File: config.mk
export PLATFORM = sky130hd
export DESIGN_NAME = shell_argument_splitter_unit
export DESIGN_NICKNAME = d
export VERILOG_FILES = /design/src/hw/rtl/sas_pkg.sv /design/src/hw/rtl/sas_step.sv /design/src/hw/rtl/sas_outq.sv /design/src/hw/rtl/shell_argument_splitter_unit.sv
export SDC_FILE = /design/constraint.sdc
export NUM_CORES = 1
export LEC_CHECK = 0
export BUFFER_PORTS_ARGS = -buffer_cell sky130_fd_sc_hd__buf_2
export CORE_MARGIN = 2
export CORE_UTILIZATION = 65
export DETAILED_ROUTE_END_ITERATION = 10
export GPL_ROUTABILITY_DRIVEN = 0
export PLACE_DENSITY = 0.85
export SETUP_SLACK_MARGIN = 0.2
export SLEW_MARGIN = 20
export SYNTH_ARGS = -nofsm -noshare
export SYNTH_HDL_FRONTEND = slang
export SYNTH_SLANG_ARGS = --single-unit
File: constraint.sdc
create_clock -name clk -period 11.15 [get_ports clk]
set_input_delay 2.23 -clock clk [delete_from_list [all_inputs] [get_ports clk]]
set_output_delay 2.23 -clock clk [all_outputs]
set_load 0.03 [all_outputs]
File: src/hw/rtl/sas_pkg.sv
`timescale 1ns / 1ps

package sas_pkg;

  localparam int unsigned MAX_RESULTS = 3;

  localparam logic [6:0] MAX_ARGS_RESET = 7'd100;

  localparam logic [7:0] CH_SPACE     = 8'h20;
  localparam logic [7:0] CH_TAB       = 8'h09;
  localparam logic [7:0] CH_LF        = 8'h0a;
  localparam logic [7:0] CH_VT        = 8'h0b;
  localparam logic [7:0] CH_FF        = 8'h0c;
  localparam logic [7:0] CH_CR        = 8'h0d;
  localparam logic [7:0] CH_BS        = 8'h08;
  localparam logic [7:0] CH_BEL       = 8'h07;
  localparam logic [7:0] CH_DQUOTE    = 8'h22;
  localparam logic [7:0] CH_SQUOTE    = 8'h27;
  localparam logic [7:0] CH_BACKSLASH = 8'h5c;

  typedef enum logic [2:0] {
    KIND_CHAR     = 3'd0,
    KIND_END_ARG  = 3'd1,
    KIND_DONE     = 3'd2,
    KIND_UNBAL    = 3'd3,
    KIND_TOO_MANY = 3'd4
  } kind_t;

  typedef enum logic [1:0] {
    Q_NONE   = 2'd0,
    Q_SINGLE = 2'd1,
    Q_DOUBLE = 2'd2
  } quote_t;

  typedef struct packed {
    logic       in_argument;
    quote_t     quote_mode;
    logic       escape_pending;
    logic [6:0] argument_count;
    logic       drop_until_eol;
  } line_state_t;

  localparam line_state_t LINE_CLEAR = '{
    in_argument:    1'b0,
    quote_mode:     Q_NONE,
    escape_pending: 1'b0,
    argument_count: 7'd0,
    drop_until_eol: 1'b0
  };

  typedef struct packed {
    logic [7:0] out_byte;
    logic [6:0] arg_index;
    kind_t      kind;
    logic       last;
  } result_t;

  typedef struct packed {
    logic [1:0]                    n;
    result_t [MAX_RESULTS-1:0]     r;
  } packet_t;

  // Replacement for an escape letter; zero when the byte is no escape.
  function automatic logic [7:0] escape_value(input logic [7:0] c);
    logic [7:0] v;
    begin
      case (c)
        8'h61:        v = CH_BEL;  // a
        8'h62:        v = CH_BS;   // b
        8'h66:        v = CH_FF;   // f
        8'h6e:        v = CH_LF;   // n
        8'h72:        v = CH_CR;   // r
        8'h74:        v = CH_TAB;  // t
        8'h76:        v = CH_VT;   // v
        CH_BACKSLASH: v = CH_BACKSLASH;
        CH_SQUOTE:    v = CH_SQUOTE;
        CH_DQUOTE:    v = CH_DQUOTE;
        default:      v = 8'h00;
      endcase
      return v;
    end
  endfunction

endpackage

File: src/hw/rtl/sas_step.sv
`timescale 1ns / 1ps

module sas_step import sas_pkg::*; (
  input  logic [7:0]  in_byte,
  input  logic        end_of_line,
  input  line_state_t cur,
  input  logic [6:0]  max_args,
  output line_state_t nxt,
  output packet_t     pkt
);

  always_comb begin
    line_state_t st;
    packet_t     pk;
    logic [7:0]  esc_val;
    quote_t      qq;
    logic        do_plain;

    st       = cur;
    pk       = '0;
    esc_val  = escape_value(in_byte);
    qq       = (in_byte == CH_DQUOTE) ? Q_DOUBLE : Q_SINGLE;
    do_plain = !cur.escape_pending || (esc_val == 8'h00);

    if (end_of_line) begin
      if (!cur.drop_until_eol) begin
        // dangling backslash becomes a literal and opens an argument
        if (cur.escape_pending) begin
          st.in_argument = 1'b1;
          pk.r[pk.n] = '{CH_BACKSLASH, st.argument_count, KIND_CHAR, 1'b0};
          pk.n = pk.n + 2'd1;
        end
        if (st.quote_mode != Q_NONE) begin
          pk.r[pk.n] = '{8'h00, st.argument_count, KIND_UNBAL, 1'b1};
          pk.n = pk.n + 2'd1;
        end else begin
          if (st.in_argument) begin
            pk.r[pk.n] = '{8'h00, st.argument_count, KIND_END_ARG, 1'b0};
            pk.n = pk.n + 2'd1;
          end
          pk.r[pk.n] = '{8'h00, st.argument_count, KIND_DONE, 1'b1};
          pk.n = pk.n + 2'd1;
        end
      end
      st = LINE_CLEAR;
    end else if (!cur.drop_until_eol) begin
      if (cur.escape_pending) begin
        st.escape_pending = 1'b0;
        st.in_argument    = 1'b1;
        pk.r[pk.n] = '{(esc_val != 8'h00) ? esc_val : CH_BACKSLASH,
                       st.argument_count, KIND_CHAR, 1'b0};
        pk.n = pk.n + 2'd1;
      end

      if (do_plain) begin
        case (in_byte)
          CH_SPACE, CH_TAB, CH_CR, CH_LF: begin
            if (st.in_argument) begin
              if (st.quote_mode == Q_NONE) begin
                pk.r[pk.n] = '{8'h00, st.argument_count, KIND_END_ARG, 1'b0};
                pk.n = pk.n + 2'd1;
                st.argument_count = st.argument_count + 7'd1;
                st.in_argument    = 1'b0;
              end else begin
                pk.r[pk.n] = '{in_byte, st.argument_count, KIND_CHAR, 1'b0};
                pk.n = pk.n + 2'd1;
              end
            end
          end
          CH_DQUOTE, CH_SQUOTE: begin
            if (!st.in_argument) begin
              st.in_argument = 1'b1;
              st.quote_mode  = qq;
            end else if (st.quote_mode == qq) begin
              st.quote_mode = Q_NONE;
            end else if (st.quote_mode == Q_NONE) begin
              st.quote_mode = qq;
            end else begin
              pk.r[pk.n] = '{in_byte, st.argument_count, KIND_CHAR, 1'b0};
              pk.n = pk.n + 2'd1;
            end
          end
          CH_BACKSLASH: begin
            if (st.quote_mode != Q_SINGLE) begin
              st.escape_pending = 1'b1;
            end else begin
              st.in_argument = 1'b1;
              pk.r[pk.n] = '{in_byte, st.argument_count, KIND_CHAR, 1'b0};
              pk.n = pk.n + 2'd1;
            end
          end
          default: begin
            st.in_argument = 1'b1;
            pk.r[pk.n] = '{in_byte, st.argument_count, KIND_CHAR, 1'b0};
            pk.n = pk.n + 2'd1;
          end
        endcase
      end

      // argument limit ends the line and drops bytes up to end of line
      if (st.argument_count >= max_args) begin
        pk.r[pk.n] = '{8'h00, st.argument_count, KIND_TOO_MANY, 1'b1};
        pk.n = pk.n + 2'd1;
        st.drop_until_eol = 1'b1;
      end
    end

    nxt = st;
    pkt = pk;
  end

endmodule

File: src/hw/rtl/sas_outq.sv
`timescale 1ns / 1ps

module sas_outq import sas_pkg::*; (
  input  logic       clk,
  input  logic       rst,
  input  logic       load,
  input  packet_t    pkt,
  output logic       free,
  output logic       out_valid,
  input  logic       out_stall,
  output logic [7:0] out_byte,
  output logic [6:0] arg_index,
  output logic [2:0] kind,
  output logic       last
);

  result_t [MAX_RESULTS-1:0] slots;
  logic [1:0]                remaining;
  logic [1:0]                head;
  logic                      take;
  result_t                   head_res;

  assign out_valid = (remaining != 2'd0);
  assign take      = out_valid && !out_stall;
  assign free      = (remaining == 2'd0) || ((remaining == 2'd1) && take);

  always_comb begin
    case (head)
      2'd0:    head_res = slots[0];
      2'd1:    head_res = slots[1];
      2'd2:    head_res = slots[2];
      default: head_res = slots[0];
    endcase
  end

  assign out_byte  = head_res.out_byte;
  assign arg_index = head_res.arg_index;
  assign kind      = head_res.kind;
  assign last      = head_res.last;

  always_ff @(posedge clk) begin
    if (rst) begin
      remaining <= 2'd0;
      head      <= 2'd0;
    end else if (load) begin
      remaining <= pkt.n;
      head      <= 2'd0;
    end else if (take) begin
      remaining <= remaining - 2'd1;
      head      <= head + 2'd1;
    end
  end

  always_ff @(posedge clk) begin
    if (load) begin
      slots <= pkt.r;
    end
  end

endmodule

File: src/hw/rtl/shell_argument_splitter_unit.sv
`timescale 1ns / 1ps

// Channel  | Handshake            | Payload
// ---------+----------------------+---------------------------------------
// in       | in_valid / in_stall  | in_byte, end_of_line
// out      | out_valid / out_stall| out_byte, arg_index, kind, last
// cfg      | cfg_valid / cfg_ready| max_args
//
// An accepted byte sits in the input register until the output queue is
// free, then the splitter logic turns it into zero to three results held in
// the output queue. One byte per cycle is sustained while each byte gives at
// most one result and out_stall is low; a byte giving two or three results
// holds the input while the queue drains. Reset is synchronous and returns
// the line state and max_args (100) to their defaults. out_stall
// back-pressures through the queue into in_stall.

module shell_argument_splitter_unit import sas_pkg::*; (
  input  logic       clk,
  input  logic       rst,
  input  logic       in_valid,
  output logic       in_stall,
  input  logic [7:0] in_byte,
  input  logic       end_of_line,
  output logic       out_valid,
  input  logic       out_stall,
  output logic [7:0] out_byte,
  output logic [6:0] arg_index,
  output logic [2:0] kind,
  output logic       last,
  input  logic       cfg_valid,
  output logic       cfg_ready,
  input  logic [6:0] max_args
);

  logic        in_full;
  logic [7:0]  held_byte;
  logic        held_eol;
  logic [6:0]  max_args_reg;
  line_state_t line_state;
  line_state_t line_state_next;
  packet_t     pkt;
  logic        q_free;
  logic        advance;

  assign cfg_ready = 1'b1;
  assign advance   = in_full && q_free;
  assign in_stall  = in_full && !q_free;

  sas_step u_step (
    .in_byte     (held_byte),
    .end_of_line (held_eol),
    .cur         (line_state),
    .max_args    (max_args_reg),
    .nxt         (line_state_next),
    .pkt         (pkt)
  );

  sas_outq u_outq (
    .clk       (clk),
    .rst       (rst),
    .load      (advance),
    .pkt       (pkt),
    .free      (q_free),
    .out_valid (out_valid),
    .out_stall (out_stall),
    .out_byte  (out_byte),
    .arg_index (arg_index),
    .kind      (kind),
    .last      (last)
  );

  always_ff @(posedge clk) begin
    if (rst) begin
      in_full      <= 1'b0;
      line_state   <= LINE_CLEAR;
      max_args_reg <= MAX_ARGS_RESET;
    end else begin
      if (cfg_valid) begin
        max_args_reg <= max_args;
      end
      if (advance) begin
        line_state <= line_state_next;
      end
      // hold the item until the queue can take its results
      if (in_valid && !in_stall) begin
        in_full <= 1'b1;
      end else if (advance) begin
        in_full <= 1'b0;
      end
    end
  end

  always_ff @(posedge clk) begin
    if (in_valid && !in_stall) begin
      held_byte <= in_byte;
      held_eol  <= end_of_line;
    end
  end

endmodule
==> qor.txt, run 1 <==
I/O pin count - 43
Sequential Power Share - 45.2%
leakage - 2.06 nW
Clock power frac - 23.3%
Total Routing Usage GR - 27.7%
flop and latch count out of synthesis - 81
TritonCTS Buffers - 9
Skew-Pair Late Insertion Delay - 0.35 ns
Worst R2R Path Depth - 12
biggest regs - u_outq.slots: 48 flops, line_state: 12 flops, held_byte: 8 flops
largest net degree at the start of global routing - 60
worst min path class - register to register
relative slew slack - 35.7%
post-synth top area cell - edfxtp_1
fin util - 71.7%
postcts setup bufs - 0
clock root buffer - clkbuf_8
Sw Pwr - 0.000317 W
Syn. warnings - 0
CTS sink cnt - 81
Initial Utilization - 66.3%
pwr/cell area - 170 mW/mm2
Biggest register - u_outq.slots
H-tree depth - 3
sequential area share after synthesis - 46.1%
Finish-stage setup viols - 0
final cell count without fillers - 618
Total Neg Setup Slack - 0 ns
drt wl/cell - 17.5 um
synth top area cells - edfxtp_1, dfxtp_1, ha_1
dpl hpwl - 7570 um
die height - 89.6 um
endpoint type of the worst setup path - register
Startpoint Class - register
ys flop type - edfxtp_1
Avg Inst Size Synth - 9.63 um2
vias in the first global route - 3572
Synth cell types - 67
CTS resizes - 0
Setup Skew - 0.00988 ns
critical path class - register to register
Tmin final - 5.13 ns
register-to-register setup slack - 6.02 ns
Max Slew Vio Count - 0
area share of the largest cell type after synthesis - 36.0%
final period utilization - 46.0%
net count reported at finish - 554
Port-buffer cells - 41
maximum VDD drop - 0.000125 V
reg-to-reg endpoint - u_outq.slots[8]$_DFFE_PP_
Iter 0 DRT Violations - 454
clk buf depth - 2
core region area - 0.00718 mm2
crit path from - line_state[8]$_SDFFE_PP0P_
dpl ws - 6.02 ns
hold slack - 0.509 ns
number of synthesized flops with an enable pin - 57
most common cell after layout, fill and taps aside - edfxtp_1
Die Wd - 89.6 um
share of cells above drive strength 1 - 14.5%
Post-Synthesis Cells - 494
CP endpoint - u_outq.slots[8]$_DFFE_PP_
CP Max Fanout - 26
ys async rst share - 0%
Final WS setup - 6.02 ns
Syn Nets - 534
CTS tree - built
CTS Hold Bufs - 0
WP data arrival - 5.23 ns
switching portion of total power - 36.3%
die area - 0.00802 mm2
commonest non-fill, non-tap cells in the layout - edfxtp_1, nand2_1, buf_2
initial antenna violation count - 0
Routed Antenna Nets - 0
Worst-Margin Slew - 0.964 ns
vias per cell - 6.49
FF-to-FF Start - line_state[8]$_SDFFE_PP0P_
outcome - completed
via count - 4008
placed instance count - 602
design internal power - 0.000557 W
Worst EP required - 11.25 ns
drt pass-1 iters - 6
max reg flops - 48
Layout area overhead - 8.10%
Max-Cap Viols - 0
Rows - 31
global route total overflow - 0
Worst-path clk slew - 0.08 ns
drc violations - 0
final hold viol count - 0
mapped cell area - 0.00476 mm2
RSZ-0062 raised after global routing - false
n_diodes - 0
Comb power frac - 31.5%
first-pass GRT wire length - 17100 um
fmax - 0.195 GHz
WL final - 10800 um
## critical path: stages, from the launching register on
cell	delay, ns
dfxtp_1	0.96
nor2_1	0.38
a211oi_1	0.82
nand2_1	0.24
xnor2_1	0.40
ha_1	0.32
o211ai_1	0.19
a21oi_1	0.08
o32a_1	0.49
nand3_1	0.38
inv_1	0.16
and3_1	0.21
a211o_1	0.26
## cell families (layout without fill, tap and decap cells)
logic type / after synthesis / count (layout) / synth area share, %
buffers and inverters: 64 / 89 / 5.50
adder cells (fa/ha/maj): 19 / 19 / 5.00
AO/OA/AOI/OAI: 152 / 152 / 22.0
XOR/XNOR: 11 / 11 / 2.18
flip-flops: 81 / 81 / 46.1
other: 1 / 1 / 0.0788
AND/OR/NAND/NOR: 154 / 154 / 16.6
multiplexers: 12 / 12 / 2.58
## cell usage after synthesis, types with 9 or more instances
cell	count
edfxtp_1	57
nand2_1	47
nor2_1	35
a21oi_1	33
inv_1	28
o21ai_0	27
clkbuf_1	26
dfxtp_1	24
a22o_1	20
ha_1	19
a22oi_1	17
nor3_1	12
mux2i_1	10
xnor2_1	10
and2_1	9
## cell type report
type / count / area (um2)
clock buffers: 9 / 124
clock inverters: 7 / 61.3
fillers: 530 / 2030
inverters: 30 / 113
multi-input cells: 349 / 2310
flip-flops and latches: 81 / 2190
well taps: 99 / 124
repair buffers: 43 / 220
## power groups by stage
stage | registers (W) | logic (W) | clock network (W)
finish | 0.000395 | 0.000276 | 0.000204
global route | 0.000399 | 0.000305 | 0.000216
CTS | 0.000394 | 0.000276 | 0.000205
detailed placement | 0.000401 | 0.000275 | 0
global placement | 0.000398 | 0.000267 | 0
floorplan | 0.000390 | 0.000214 | 0
## worst min path at each step
stage / cells past startpoint / endpoint / start / slack [ns]
CTS: 2 / max_args_reg[2]$_SDFFE_PP1P_ / max_args_reg[2]$_SDFFE_PP1P_ / 0.51
finish: 2 / max_args_reg[2]$_SDFFE_PP1P_ / max_args_reg[2]$_SDFFE_PP1P_ / 0.51
global route: 2 / max_args_reg[2]$_SDFFE_PP1P_ / max_args_reg[2]$_SDFFE_PP1P_ / 0.54
detailed placement: 2 / max_args_reg[2]$_SDFFE_PP1P_ / max_args_reg[2]$_SDFFE_PP1P_ / 0.49
floorplan: 2 / max_args_reg[1]$_SDFFE_PP0P_ / max_args_reg[1]$_SDFFE_PP0P_ / 0.46
global placement: 2 / max_args_reg[1]$_SDFFE_PP0P_ / max_args_reg[1]$_SDFFE_PP0P_ / 0.48
## layer usage
| metal | up-vias | GRT usage [%] | part of all wire (%) |
|---|---|---|---|
| met5 | - | 0 | 0 |
| met1 | 1842 | 39.2 | 43 |
| met4 | 0 | 9.91 | 2.1 |
| met3 | 28 | 4.25 | 9.4 |
| met2 | 264 | 43.3 | 46 |
| li1 | 1874 | - | - |
## per-stage QoR
step	power (W)	area, um2
2_1_floorplan	0.000604	4760
4_1_cts	0.000875	5140
3_3_place_gp	0.000665	4950
6_report	0.000874	5140
3_5_place_dp	0.000676	4950
5_1_grt	0.000920	5140
Power figures use the tool's default switching activity.
==> run 2: changes to the inputs <==
--- a/config.mk
+++ b/config.mk
@@ -7,10 +7,10 @@
 export LEC_CHECK = 0
 export BUFFER_PORTS_ARGS = -buffer_cell sky130_fd_sc_hd__buf_2
 export CORE_MARGIN = 2
-export CORE_UTILIZATION = 65
+export CORE_UTILIZATION = 54
 export DETAILED_ROUTE_END_ITERATION = 10
 export GPL_ROUTABILITY_DRIVEN = 0
-export PLACE_DENSITY = 0.85
+export PLACE_DENSITY = 0.75
 export SETUP_SLACK_MARGIN = 0.2
 export SLEW_MARGIN = 20
 export SYNTH_ARGS = -nofsm -noshare
==> constraint.sdc (replaced) <==
create_clock -name clk -period 4.2 [get_ports clk]
set_input_delay 0.84 -clock clk [delete_from_list [all_inputs] [get_ports clk]]
set_output_delay 0.84 -clock clk [all_outputs]
set_load 0.03 [all_outputs]
==> qor.txt, run 2 (synthesis gave the netlist of run 1 again) <==
outcome - completed
Rows - 34
final hold viol count - 0
RSZ-0062 raised after global routing - true
Tmin final - 4.09 ns
largest net degree at the start of global routing - 54
maximum VDD drop - 0.000304 V
max reg flops - 48
WP data arrival - 4.32 ns
share of cells above drive strength 1 - 25.0%
fmax - 0.245 GHz
crit-path max cell delay - 0.54 ns
initial antenna violation count - 0
Reg area - 0.00219 mm2
relative slew slack - 43.8%
Final Power - 0.00234 W
most common cell after layout, fill and taps aside - edfxtp_1
die height - 97.9 um
multi-input logic area - 0.00247 mm2
endpoint type of the worst setup path - register
critical path class - register to register
final period utilization - 97.4%
TritonCTS Buffers - 9
fin util - 64.6%
Layout area overhead - 17.2%
Final WS setup - 0.111 ns
Startpoint Class - register
register-to-register setup slack - 0.11 ns
Port-buffer cells - 41
final cell count without fillers - 663
global route total overflow - 0
Setup Skew - 0.0122 ns
WL final - 11800 um
FF-to-FF Start - held_byte[6]$_DFFE_PP_
Initial Utilization - 55.1%
placed instance count - 631
CTS sink cnt - 81
clock root buffer - clkbuf_8
n_diodes - 0
vias per cell - 6.21
Die Wd - 97.9 um
Total Routing Usage GR - 23.7%
die area - 0.00958 mm2
pwr/cell area - 419 mW/mm2
Worst-Margin Slew - 0.839 ns
leakage - 2.25 nW
net count reported at finish - 590
commonest non-fill, non-tap cells in the layout - edfxtp_1, nand2_1, buf_2
Routed Antenna Nets - 0
first-pass GRT wire length - 18500 um
Iter 0 DRT Violations - 571
drt pass-1 iters - 5
CP Max Fanout - 9
Max Slew Vio Count - 0
Total Neg Setup Slack - 0 ns
I/O pin count - 43
Hold Crit Start - max_args_reg[1]$_SDFFE_PP0P_
drc violations - 0
vias in the first global route - 3682
core region area - 0.00864 mm2
H-tree depth - 3
fillers - 667
clk buf depth - 2
via count - 4116
CP max-delay cell - a2111o_1
Worst-path clk slew - 0.08 ns
CTS tree - built
dpl hpwl - 7980 um
most used cell, CP - buf_4
crit path from - held_byte[6]$_DFFE_PP_
Worst EP required - 4.43 ns
drt wl/cell - 17.8 um
CP Cell Sequence - buf_4, nor2_1, o211ai_1, buf_4, a2111oi_4, nand2_2, xnor2_2, ha_1, a211o_1, o32a_4, a2111o_1, a21oi_4, and2_4
Biggest register - u_outq.slots
Max-Cap Viols - 0
Skew-Pair Late Insertion Delay - 0.36 ns
worst min path class - register to register
Finish-stage setup viols - 0
biggest regs - u_outq.slots: 48 flops, line_state: 12 flops, held_byte: 8 flops
dpl ws - -0.0215 ns
## run 2: layout make-up
class / count / share of cell area [%]
sequential: 81 / 39.3
clock buffer: 9 / 2.22
inverter: 30 / 2.09
multi-input combinational: 350 / 44.2
clock inverter: 7 / 1.08
timing repair buffer: 78 / 8.66
tap: 108 / 2.42
## run 2: critical path: cells and delay by family, from the launching register on
kind	cells	cell delay, ns
AOI/OAI and AO/OA	6	2.13
buffers and inverters	2	0.44
xor gates and xnor gates	1	0.18
and+or+nand+nor	3	0.42
adders and majority gates	1	0.34
DFF	1	0.46
## run 2: power breakdown
part | internal [W] | total (W) | switching (W)
combinational | 0.000248 | 0.000785 | 0.000538
sequential | 0.000982 | 0.00103 | 0.0000480
clock | 0.000223 | 0.000522 | 0.000298
## run 2: repair_timing
| action | 4_1_cts | 5_1_grt |
|---|---|---|
| cloned | 0 | 1 |
| gates resized for setup | 6 | 23 |
| endpoints found under the hold margin | 0 | 0 |
| pin swaps | 2 | 19 |
| endpoints found under the setup margin | 29 | 39 |
| hold buffers | 0 | 0 |
| buffers inserted | 1 | 14 |
## run 2: final timing paths
path | depth (start not counted) | to
setup / recovery | 13 | u_outq.slots[35]$_SDFFCE_PP0P_
hold / removal | 2 | max_args_reg[1]$_SDFFE_PP0P_
setup reg to reg | 13 | u_outq.slots[35]$_SDFFCE_PP0P_
hold reg to reg | 2 | max_args_reg[1]$_SDFFE_PP0P_
## run 2: per-stage QoR
step,hold WS [ns],cell area [um2]
3_5_place_dp,0.500,5130
5_1_grt,0.542,5580
6_report,0.512,5580
2_1_floorplan,0.460,4770
3_3_place_gp,0.478,5130
4_1_cts,0.520,5350
## run 2: routing by layer
metal / vias to the layer above / wire (um) / global-route usage [%]
met5: - / 0 / 0
met4: 0 / 348 / 8.33
met3: 43 / 855 / 3.08
met2: 222 / 5350 / 35.9
met1: 1912 / 5230 / 35.2
li1: 1939 / - / -
==> run 3: changes to the inputs <==
--- a/config.mk
+++ b/config.mk
@@ -5,6 +5,7 @@
 export SDC_FILE = /design/constraint.sdc
 export NUM_CORES = 1
 export LEC_CHECK = 0
+export ABC_AREA = 1
 export BUFFER_PORTS_ARGS = -buffer_cell sky130_fd_sc_hd__buf_2
 export CORE_MARGIN = 2
 export CORE_UTILIZATION = 54
==> qor.txt, run 3 <==
number of synthesized flops with an enable pin - 57
WL final - 11300 um
Die Wd - 98.3 um
sequential area share after synthesis - 45.6%
biggest regs - u_outq.slots: 48 flops, line_state: 12 flops, held_byte: 8 flops
CTS sink cnt - 81
Port-buffer cells - 41
Syn. warnings - 0
TritonCTS Buffers - 9
core region area - 0.00868 mm2
Startpoint Class - register
Worst EP required - 4.40 ns
endpoint type of the worst setup path - register
Post-Synthesis Cells - 591
final hold viol count - 0
Biggest register - u_outq.slots
Commonest cells post-synth - nand2_1, inv_1, nand3_1
highest routed layer - met4
final period utilization - 87.3%
CTS tree - built
H-tree depth - 3
maximum VDD drop - 0.000178 V
Routed Antenna Nets - 0
largest net degree at the start of global routing - 52
Worst-Margin Slew - 0.891 ns
fmax - 0.273 GHz
clock root buffer - clkbuf_8
crit-path max cell delay - 0.41 ns
die area - 0.00966 mm2
Iter 0 DRT Violations - 424
Finish-stage setup viols - 0
clk buf depth - 2
ys async rst share - 0%
design area - 0.00533 mm2
critical path class - register to register
mapped cell area - 0.00480 mm2
drc violations - 0
Worst-path clk slew - 0.09 ns
CP Cell Sequence - inv_1, nand2_1, nor2_4, nand2_2, nand2_4, inv_4, nor2_8, nand2_4, inv_1, nand2_1, xor2_2, inv_1, ha_1, a21oi_1, o21a_1, nand3_2, nand2_1, inv_1, nor2_4, inv_1, o21ai_0, inv_1, o22ai_1
Synth cell types - 38
fillers - 788
most frequent cell after synthesis - nand2_1
most used cell, CP - inv_1
drt pass-1 iters - 5
Reg area - 0.00219 mm2
share of cells above drive strength 1 - 18.2%
via count - 4247
CTS Hold Bufs - 0
net count reported at finish - 674
area share of the largest cell type after synthesis - 35.6%
Total Routing Usage GR - 24.4%
Skew-Pair Late Insertion Delay - 0.36 ns
Max Slew Vio Count - 0
Total Neg Setup Slack - 0 ns
vias per cell - 5.69
RSZ-0062 raised after global routing - false
Layout area overhead - 11.0%
ys flop type - edfxtp_1
multi-input logic area - 0.00226 mm2
post-synth top area cell - edfxtp_1
final cell count without fillers - 747
relative slew slack - 40.6%
global route total overflow - 0
vias in the first global route - 3893
synth top area cells - edfxtp_1, dfxtp_1, nand2_1
commonest non-fill, non-tap cells in the layout - nand2_1, inv_1, nand3_1
pwr/cell area - 399 mW/mm2
outcome - completed
flop and latch count out of synthesis - 81
Initial Utilization - 55.3%
met2 WL - 5180 um
drt wl/cell - 15.1 um
first-pass GRT wire length - 19100 um
CP max-delay cell - edfxtp_1
die height - 98.3 um
leakage - 2.37 nW
dpl cell area - 0.00512 mm2
dpl hpwl - 8300 um
I/O pin count - 43
WP data arrival - 3.87 ns
Setup Skew - 0.0126 ns
n_diodes - 0
Syn Nets - 631
CP Max Fanout - 9
Avg Inst Size Synth - 8.13 um2
max reg flops - 48
placed instance count - 731
most common cell after layout, fill and taps aside - nand2_1
fin util - 61.4%
worst min path class - register to register
Rows - 34
initial antenna violation count - 0
M1 WL - 5040 um
DR WL met3 - 860 um
Max-Cap Viols - 0
Tmin final - 3.67 ns
-- run 3: changes by cell type in the layout (fill, tap and decap cells not counted), sizes merged, moves of 14 or more --
cell	change
a22oi	-17
nand3	+62
o22ai	+15
a22o	-20
nor2	+22
buf	-33
nand2	+87
inv	+54
o21ai	+14
-- run 3: layout make-up --
type,count,area share (%)
multi-input combinational,413,42.4
sequential,81,41.1
inverter,84,5.96
timing repair buffer,45,4.41
clock buffer,10,2.58
tap,108,2.54
clock inverter,6,0.939
-- run 3: what timing repair did --
item	in CTS	in global routing
resized for setup	0	4
setup buffers	0	0
setup endpoints to repair	0	8
-- run 3: logic make-up after synthesis --
family | after synthesis | synth area share (%)
AO/OA/AOI/OAI | 105 | 12.5
adder cells (fa/ha/maj) | 19 | 4.95
other | 1 | 0.0781
flip-flops | 81 | 45.6
XOR/XNOR | 7 | 1.75
buffers and inverters | 97 | 7.71
AND/OR/NAND/NOR | 281 | 27.4
-- run 3: worst paths after layout --
kind	to	depth (start not counted)	startpoint	slack [ns]
min reg2reg	max_args_reg[4]$_SDFFE_PP0P_	2	max_args_reg[4]$_SDFFE_PP0P_	0.47
max	u_outq.slots[8]$_DFFE_PP_	23	held_byte[7]$_DFFE_PP_	0.53
max reg2reg	u_outq.slots[8]$_DFFE_PP_	23	held_byte[7]$_DFFE_PP_	0.53
min	max_args_reg[4]$_SDFFE_PP0P_	2	max_args_reg[4]$_SDFFE_PP0P_	0.47
-- run 3: through the flow --
step	power (W)	setup slack, ns	hold slack [ns]
after floorplan	0.00143	0.884	0.440
after global placement	0.00158	0.576	0.456
after global routing	0.00223	0.278	0.499
final	0.00213	0.533	0.471
after CTS	0.00213	0.422	0.479
after detailed placement	0.00160	0.456	0.464
-- run 3: worst max-delay path, delay by kind of cell, from the launching register on --
family	cells	cell delay, ns
DFF	1	0.41
AOI/OAI and AO/OA	4	0.55
xor gates and xnor gates	1	0.22
adders and majority gates	1	0.33
buffers and inverters	7	0.70
and+or+nand+nor	10	1.30
-- run 3: metal layers --
layer	up-vias	global-route usage, %
li1	2080	-
met1	1952	34.9
met2	198	38.3
met3	17	3.94
met4	0	7.48
met5	-	0
-- run 3: report_power, final --
group	leakage, nW	internal [W]	total (W)	switching (W)
clock	0.0895	0.000237	0.000548	0.000311
combinational	1.54	0.000147	0.000574	0.000427
sequential	0.740	0.000967	0.00100	0.0000375
